`src/sv/peak_count_frequency_meter_core_assert.svh`:
```
// ----------------------------------------------------------------------------
// Peak count frequency meter assertion macros
// Concurrent check helpers shared by the meter RTL. They expect signals
// named clock and reset in the scope where they are used.
// ----------------------------------------------------------------------------
`ifndef PEAK_COUNT_FREQUENCY_METER_CORE_ASSERT_SVH
`define PEAK_COUNT_FREQUENCY_METER_CORE_ASSERT_SVH

// Same-cycle implication, checked outside reset.
`define PCFM_ASSERT_SAME(label, ante, cons) \
   label: assert property (@(posedge clock) disable iff (reset) (ante) |-> (cons)) \
      else $error("pcfm same-cycle check failed");

// Next-cycle implication, checked outside reset.
`define PCFM_ASSERT_NEXT(label, ante, cons) \
   label: assert property (@(posedge clock) disable iff (reset) (ante) |=> (cons)) \
      else $error("pcfm next-cycle check failed");

`endif

```
`src/sv/pcfm_pkg.sv`:
```
// ----------------------------------------------------------------------------
// Peak count frequency meter package
// Widths, register indexes, reset values and the structs passed between
// the meter datapath and the top level.
// ----------------------------------------------------------------------------
package pcfm_pkg;

   localparam int SAMPLE_BITS    = 12;
   localparam int COUNTER_BITS   = 16;
   localparam int NOISE_BITS     = 12;
   localparam int WINDOW_BITS    = 16;
   localparam int CHANGE_BITS    = 16;
   localparam int FREQ_BITS      = 16;
   localparam int CSR_INDEX_BITS = 2;
   localparam int CSR_DATA_BITS  = 16;

   localparam logic [NOISE_BITS-1:0]   NOISE_MARGIN_RESET   = NOISE_BITS'(75);
   localparam logic [WINDOW_BITS-1:0]  WINDOW_SAMPLES_RESET = WINDOW_BITS'(1000);
   localparam logic [CHANGE_BITS-1:0]  CHANGE_MARGIN_RESET  = CHANGE_BITS'(10);
   localparam logic [SAMPLE_BITS-1:0]  AVERAGE_RESET        = SAMPLE_BITS'(1) << (SAMPLE_BITS - 1);
   localparam logic [COUNTER_BITS-1:0] COUNTER_MAX          = {COUNTER_BITS{1'b1}};

   typedef enum logic [CSR_INDEX_BITS-1:0] {
      CSR_NOISE_MARGIN   = 2'd0,
      CSR_WINDOW_SAMPLES = 2'd1,
      CSR_CHANGE_MARGIN  = 2'd2
   } csr_index_type;

   typedef struct packed {
      logic [NOISE_BITS-1:0]  noise_margin;
      logic [WINDOW_BITS-1:0] window_samples;
      logic [CHANGE_BITS-1:0] change_margin;
   } cfg_type;

   typedef struct packed {
      logic [SAMPLE_BITS-1:0] smoothed_level;
      logic                   peak_seen;
      logic                   frequency_valid;
      logic [FREQ_BITS-1:0]   frequency_value;
      logic                   frequency_changed;
   } result_type;

endpackage

```
`src/sv/pcfm_meter.sv`:
```
// ----------------------------------------------------------------------------
// Peak count frequency meter datapath
// Holds the smoothing, peak detection and counter state and computes one
// result per sample in a single pass. State advances on each step.
// ----------------------------------------------------------------------------
module pcfm_meter (
   input  logic                           clock,
   input  logic                           reset,
   input  logic                           step,
   input  logic [pcfm_pkg::SAMPLE_BITS-1:0] sample,
   input  pcfm_pkg::cfg_type              cfg,
   output pcfm_pkg::result_type           result
);
   import pcfm_pkg::*;

   logic [SAMPLE_BITS-1:0]  average_ff, average_in;
   logic [SAMPLE_BITS-1:0]  prev_average_ff, prev_average_in;
   logic                    rising_ff, rising_in;
   logic [COUNTER_BITS-1:0] sample_count_ff, sample_count_in;
   logic [COUNTER_BITS-1:0] peak_count_ff, peak_count_in;
   logic [COUNTER_BITS-1:0] base_freq_ff, base_freq_in;
   logic [COUNTER_BITS-1:0] published_ff, published_in;

   logic [SAMPLE_BITS:0]    avg_sum;
   logic                    rise;
   logic                    fall;
   logic                    publish;
   logic                    changed;
   logic [COUNTER_BITS-1:0] freq_diff;
   logic [COUNTER_BITS-1:0] sample_inc;
   logic [COUNTER_BITS-1:0] peak_inc;

   always_comb begin
      // quarter-weight moving average; the sum never exceeds full scale
      avg_sum    = {1'b0, sample >> 2} + {1'b0, average_ff - (average_ff >> 2)};
      average_in = avg_sum[SAMPLE_BITS-1:0];

      rise = {1'b0, average_in} > ({1'b0, prev_average_ff} + {1'b0, cfg.noise_margin});
      fall = !rise && rising_ff &&
             (({1'b0, average_in} + {1'b0, cfg.noise_margin}) < {1'b0, prev_average_ff});

      publish = fall && (sample_count_ff >= COUNTER_BITS'(cfg.window_samples));

      freq_diff = (peak_count_ff > base_freq_ff) ? peak_count_ff - base_freq_ff
                                                 : base_freq_ff - peak_count_ff;
      changed   = publish && (freq_diff > COUNTER_BITS'(cfg.change_margin));

      sample_inc = (sample_count_ff == COUNTER_MAX) ? COUNTER_MAX
                                                    : sample_count_ff + COUNTER_BITS'(1);
      peak_inc   = (peak_count_ff == COUNTER_MAX) ? COUNTER_MAX
                                                  : peak_count_ff + COUNTER_BITS'(1);

      // a publishing peak restarts both counts, then counts itself
      sample_count_in = publish ? COUNTER_BITS'(1) : sample_inc;
      if (publish) begin
         peak_count_in = COUNTER_BITS'(1);
      end else if (fall) begin
         peak_count_in = peak_inc;
      end else begin
         peak_count_in = peak_count_ff;
      end

      rising_in       = rise | (rising_ff & !fall);
      published_in    = publish ? peak_count_ff : published_ff;
      base_freq_in    = changed ? peak_count_ff : base_freq_ff;
      prev_average_in = average_in;

      result.smoothed_level    = average_in;
      result.peak_seen         = fall;
      result.frequency_valid   = publish;
      result.frequency_value   = published_in[FREQ_BITS-1:0];
      result.frequency_changed = changed;
   end

   always_ff @(posedge clock) begin
      if (reset) begin
         average_ff      <= AVERAGE_RESET;
         prev_average_ff <= '0;
         rising_ff       <= 1'b0;
         sample_count_ff <= '0;
         peak_count_ff   <= '0;
         base_freq_ff    <= '0;
         published_ff    <= '0;
      end else if (step) begin
         average_ff      <= average_in;
         prev_average_ff <= prev_average_in;
         rising_ff       <= rising_in;
         sample_count_ff <= sample_count_in;
         peak_count_ff   <= peak_count_in;
         base_freq_ff    <= base_freq_in;
         published_ff    <= published_in;
      end
   end

endmodule

```
`src/sv/peak_count_frequency_meter_core.sv`:
```
// ----------------------------------------------------------------------------
// Peak count frequency meter core
// Smooths a stream of converter samples, counts peaks and publishes the
// peak count per sample window as a frequency, flagging large changes.
// ----------------------------------------------------------------------------
// Usage:
//   req_ channel carries one 12-bit sample per transfer. Each accepted sample
//   produces exactly one rsp_ transfer with the smoothed level, peak flag,
//   publish flag, held frequency value and change flag.
//   A sample accepted on req_ is registered and shown on rsp_ from the next
//   cycle. Throughput is one sample per cycle while the receiver takes each
//   result; the whole update is a single pass through the meter state registers.
//   The result sits in an output register. While it waits, a new sample is
//   taken in the same cycle that the receiver takes the waiting result; if the
//   receiver stalls, req_ready drops until the result is taken.
//   csr_ channel writes noise margin (index 0), window length (index 1) and
//   change margin (index 2); other indexes are ignored. Write only when idle.
//   Synchronous reset restores the register defaults (75, 1000, 10), sets the
//   average to mid-scale, clears all counters and drops rsp_valid.
// ----------------------------------------------------------------------------
module peak_count_frequency_meter_core (
   input  logic                               clock,
   input  logic                               reset,
   input  logic                               req_valid,
   output logic                               req_ready,
   input  logic [pcfm_pkg::SAMPLE_BITS-1:0]   req_adc_sample,
   output logic                               rsp_valid,
   input  logic                               rsp_ready,
   output logic [pcfm_pkg::SAMPLE_BITS-1:0]   rsp_smoothed_level,
   output logic                               rsp_peak_seen,
   output logic                               rsp_frequency_valid,
   output logic [pcfm_pkg::FREQ_BITS-1:0]     rsp_frequency_value,
   output logic                               rsp_frequency_changed,
   input  logic                               csr_valid,
   output logic                               csr_ready,
   input  logic [pcfm_pkg::CSR_INDEX_BITS-1:0] csr_index,
   input  logic [pcfm_pkg::CSR_DATA_BITS-1:0]  csr_data
);
   import pcfm_pkg::*;

   `include "peak_count_frequency_meter_core_assert.svh"

   cfg_type    cfg_ff, cfg_in;
   logic       rsp_valid_ff, rsp_valid_in;
   result_type rsp_result_ff;
   result_type result;
   logic       req_transfer;
   logic       csr_transfer;

   assign req_ready    = !reset && (!rsp_valid_ff || rsp_ready);
   assign req_transfer = req_valid && req_ready;
   assign csr_ready    = !reset;
   assign csr_transfer = csr_valid && csr_ready;

   pcfm_meter u_meter (
      .clock  (clock),
      .reset  (reset),
      .step   (req_transfer),
      .sample (req_adc_sample),
      .cfg    (cfg_ff),
      .result (result)
   );

   always_comb begin
      cfg_in = cfg_ff;
      if (csr_transfer) begin
         case (csr_index_type'(csr_index))
            CSR_NOISE_MARGIN:   cfg_in.noise_margin   = csr_data[NOISE_BITS-1:0];
            CSR_WINDOW_SAMPLES: cfg_in.window_samples = csr_data[WINDOW_BITS-1:0];
            CSR_CHANGE_MARGIN:  cfg_in.change_margin  = csr_data[CHANGE_BITS-1:0];
            default:            cfg_in = cfg_ff;
         endcase
      end
   end

   // hold the result until taken; refill in the same cycle it drains
   assign rsp_valid_in = req_transfer || (rsp_valid_ff && !rsp_ready);

   always_ff @(posedge clock) begin
      if (reset) begin
         cfg_ff.noise_margin   <= NOISE_MARGIN_RESET;
         cfg_ff.window_samples <= WINDOW_SAMPLES_RESET;
         cfg_ff.change_margin  <= CHANGE_MARGIN_RESET;
         rsp_valid_ff          <= 1'b0;
      end else begin
         cfg_ff       <= cfg_in;
         rsp_valid_ff <= rsp_valid_in;
      end
   end

   always_ff @(posedge clock) begin
      if (req_transfer) begin
         rsp_result_ff <= result;
      end
   end

   assign rsp_valid             = rsp_valid_ff;
   assign rsp_smoothed_level    = rsp_result_ff.smoothed_level;
   assign rsp_peak_seen         = rsp_result_ff.peak_seen;
   assign rsp_frequency_valid   = rsp_result_ff.frequency_valid;
   assign rsp_frequency_value   = rsp_result_ff.frequency_value;
   assign rsp_frequency_changed = rsp_result_ff.frequency_changed;

   `PCFM_ASSERT_NEXT(a_accept_fills_rsp, req_transfer, rsp_valid_ff)
   `PCFM_ASSERT_SAME(a_no_overwrite, rsp_valid_ff && !rsp_ready, !req_ready)
   `PCFM_ASSERT_SAME(a_publish_on_peak, rsp_valid_ff && rsp_frequency_valid, rsp_peak_seen)
   `PCFM_ASSERT_SAME(a_change_on_publish, rsp_valid_ff && rsp_frequency_changed,
                     rsp_frequency_valid)

endmodule

```
`config.mk`:
```
export PLATFORM = sky130hd
export DESIGN_NAME = peak_count_frequency_meter_core
export DESIGN_NICKNAME = d
export VERILOG_FILES = /design/src/sv/pcfm_pkg.sv /design/src/sv/pcfm_meter.sv /design/src/sv/peak_count_frequency_meter_core.sv
export VERILOG_INCLUDE_DIRS = /design/src /design/src/sv
export SDC_FILE = /design/constraint.sdc
export NUM_CORES = 1
export LEC_CHECK = 0
export BUFFER_PORTS_ARGS = -buffer_cell sky130_fd_sc_hd__buf_2
export CAP_MARGIN = 20
export CORE_AREA = 2 2 94 187
export CTS_CLUSTER_SIZE = 14
export DETAILED_ROUTE_END_ITERATION = 16
export DIE_AREA = 0 0 96 189
export HOLD_SLACK_MARGIN = 0.02
export PLACE_DENSITY = 0.84
export SLEW_MARGIN = 20
export SYNTH_ARGS = -nofsm -noshare
export SYNTH_HDL_FRONTEND = slang
export SYNTH_SLANG_ARGS = --single-unit
```
`constraint.sdc`:
```
create_clock -name clock -period 11.8 [get_ports clock]
set_input_delay 1.18 -clock clock [delete_from_list [all_inputs] [get_ports clock]]
set_output_delay 1.18 -clock clock [all_outputs]
set_load 0.05 [all_outputs]
```
==> results.md <==
- Status: finished clean
- Max stage delay on crit path: slightly above 0.7 ns
- R2R Path Start: u_meter.prev_average_ff[1]$_SDFFE_PP0P_
- Via count: 9879
- Period utilization: between 60% and 70%
- Worst setup path start: req_adc_sample[3]
- Post-Syn Area per Cell: 8.23 um2
- Critical path class: primary input to flip-flop
- Largest net degree at the start of global routing: 82
- RSZ-0062 raised after global routing: no
- Total iterations of the first detailed-routing run: 5
- Crit path required time: 12.17 ns
- Port buffer count: 66
- Worst rel slew slack: ~32%
- Reg2Reg Depth: 24
- Mapped Area: 10700 um2
- Io pins: 69
- Placement Cell Area: roughly 11000 um2
- Antenna Cells: 0
- CP Data Arrival Time: around 7.9 ns
- Post-CTS sizing: 0
- Gr ovfl total: 0
- Type of the most critical hold path: flip-flop to flip-flop
- FF-to-FF End: u_meter.peak_count_ff[1]$_SDFFE_PP0P_
- Post-Syn Nets: 1481
- Top post-synthesis cells by area: dfxtp_1, ha_1, edfxtp_1
- Worst ir drop on vdd: between 500 and 600 uV
- Total Power: roughly 3.8 mW
- Total CTS buffers: 17
- Largest area contributor in the netlist: dfxtp_1
- Clock sink count: 154
- Vias in the first global route: 10214
- H-tree Lvls: 4
- Ys Warns: 0
- Clock latency on the worst-skew pair: ~0.44 ns
- Synthesized flop and latch total: between 150 and 200
- Worst Path Max Fanout: 22
- Initial Utilization: 64.4%
- Area Growth Syn to Fin: 9.48%
- Post-synth EDFFs: 31
- TNS Setup: 0 ns
- Pwr Density: about 320 nW/um2
- Row count: 67
- Global-route usage over all layers: roughly 34%
- Final ANT Viol Nets: 0
- Critical path's slowest cell: nand3_1
- Count leader, synth: nand2_1
- Max Fclk: 133 MHz
- Fill count: 1369
- Initial DRC Count: 585
- Tightest Pin Transition: between 1 and 1.5 ns
- Sequential Area: around 3400 um2
- DP HPWL: 22600 um
- Worst R2R Setup Slack: 4.63 ns
- Final-report hold violation count: 0
- Total wire length: 30000 um
- Syn Inst Count: 1306
- Worst setup SP type: primary input
- # hold bufs at CTS: 0
- Clk_skew: 0.00872 ns
- DIE AREA: 18100 um2
- Final Max Tran Viols: 0
- Width of the die: 96 um
- Share of the synthesized area in the top cell type: ~23%
- RD Place Congestion: 0.987
- Design area: 11800 um2
- Min Clock Period, post-route: 7.51 ns
- Final setup vio count: 0
- Core area: between 15000 and 20000 um2
- Footprint of the multi-input gates: 6600 um2
- Ys flop type: dfxtp_1
- Layout cells sized above 1: 11.0%
- First-pass GRT wire length: 47900 um
- Final cell count without fillers: 1566
- Hold_ws: 0.451 ns
- FFs w/ async S/R, synth: 0%
- Most frequent CP cell: a21oi_1
- Total setup buffers inserted after CTS: 0
- Die Ht: 189 um
- Max_cap viols: 0
- Commonest cells post-synth: nand2_1, inv_1, ha_1
- Avg WL per Cell: 19.1 um
- Via/cell ratio: 6.31
- Crit end category: flip-flop
- Initial antenna violation count: 0
- Post-placement cell count: 1534
- Seq/Total Area, Yosys: 31.6%
- DR DRC count: 0
- Clock Path Buffers: 2
- CTS tree: built
- Yosys cell types: 78
- Crit path to: u_meter.peak_count_ff[1]$_SDFFE_PP0P_
- Clock slew at reported path FFs: 0.07 ns
- Fin nets: 1521
- Root buf cell: clkbuf_16
- Leakage power: 4.90 nW
-- layer usage --
metal | up-vias | track usage [%] | routed length (um)
li1 | 4667 | - | -
met1 | 4702 | 29.0 | 9310
met2 | 334 | 64.4 | 16600
met3 | 176 | 4.26 | 989
met4 | 0 | 32.5 | 3130
met5 | - | 0 | 0
-- cells in the final DEF, fill, tap and decap left out, types with 14 or more instances in the layout --
cell       Yosys  layout
clkbuf_16      0      17
a31oi_1       20      20
xnor2_1       30      30
o21ai_0       38      38
inv_1        129     128
a21o_1        20      20
ha_1         126     126
nor2_1        84      84
dfxtp_1      123     123
nand3_1       51      50
mux2i_1       14      14
fa_1          14      14
o211ai_1      17      17
edfxtp_1      31      31
nand4_1       16      16
a21oi_1      119     119
o21ai_1       41      41
nand2_1      180     180
buf_2         12      66
nor3_1        29      29
-- report_power, final --
group	leakage [nW]	internal, mW	switching, mW
registers	1.28	0.617	0.0372
clock network	0.286	0.322	0.243
logic	3.33	0.991	1.56
total	4.90	1.93	1.84
-- cell families after synthesis --
kind of cell / synth area share, %
fa+ha+maj: 17.3
compound gates: 20.9
buf+inv: 7.10
xor+xnor: 3.50
simple gates: 17.7
flops: 31.6
mux: 1.93
-- registers in the layout, summed over array words and instances (netlist names), 12 cells and up --
register and cells:
u_meter.published_ff 16, u_meter.peak_count_ff 16, rsp_frequency_value 16, rsp_smoothed_level 12
u_meter.sample_count_ff 16, u_meter.prev_average_ff 12, u_meter.base_freq_ff 16, cfg_ff 44
-- worst min path at each step --
stage                                          start  slack (ns)  cells after the start                                     to
4_1_cts        u_meter.published_ff[10]$_SDFFE_PP0P_        0.45                      2  u_meter.published_ff[10]$_SDFFE_PP0P_
3_3_place_gp   u_meter.published_ff[13]$_SDFFE_PP0P_        0.44                      2  u_meter.published_ff[13]$_SDFFE_PP0P_
3_5_place_dp   u_meter.published_ff[10]$_SDFFE_PP0P_        0.44                      2  u_meter.published_ff[10]$_SDFFE_PP0P_
2_1_floorplan  u_meter.published_ff[10]$_SDFFE_PP0P_        0.43                      2  u_meter.published_ff[10]$_SDFFE_PP0P_
5_1_grt        u_meter.published_ff[11]$_SDFFE_PP0P_        0.47                      2  u_meter.published_ff[11]$_SDFFE_PP0P_
6_report       u_meter.published_ff[11]$_SDFFE_PP0P_        0.45                      2  u_meter.published_ff[11]$_SDFFE_PP0P_
-- through the flow --
stage / worst slack, ns / utilization, %
2_1_floorplan: 5.80 / -
3_3_place_gp: 4.04 / 66.9
3_5_place_dp: 3.92 / 66.9
4_1_cts: 4.35 / 70.5
5_1_grt: 3.88 / 70.5
6_report: 4.29 / 70.5
-- critical path: cells and delay by family --
| family | cells | cell delay [ns] |
|---|---|---|
| and+or+nand+nor | 6 | 2.26 |
| AOI/OAI and AO/OA | 9 | 2.08 |
| adders and majority gates | 4 | 1.59 |
| xor gates and xnor gates | 2 | 0.49 |
| buffers and inverters | 4 | 0.25 |
-- area by class of cell --
type	count	share of cell area [%]
Inverter	131	4.19
Tap cell	207	2.20
Clock inverter	14	1.36
Clock buffer	18	3.73
Multi-Input combinational cell	964	56.1
Timing Repair Buffer	78	3.57
Sequential cell	154	28.8
(Power assumes the default switching activity.)
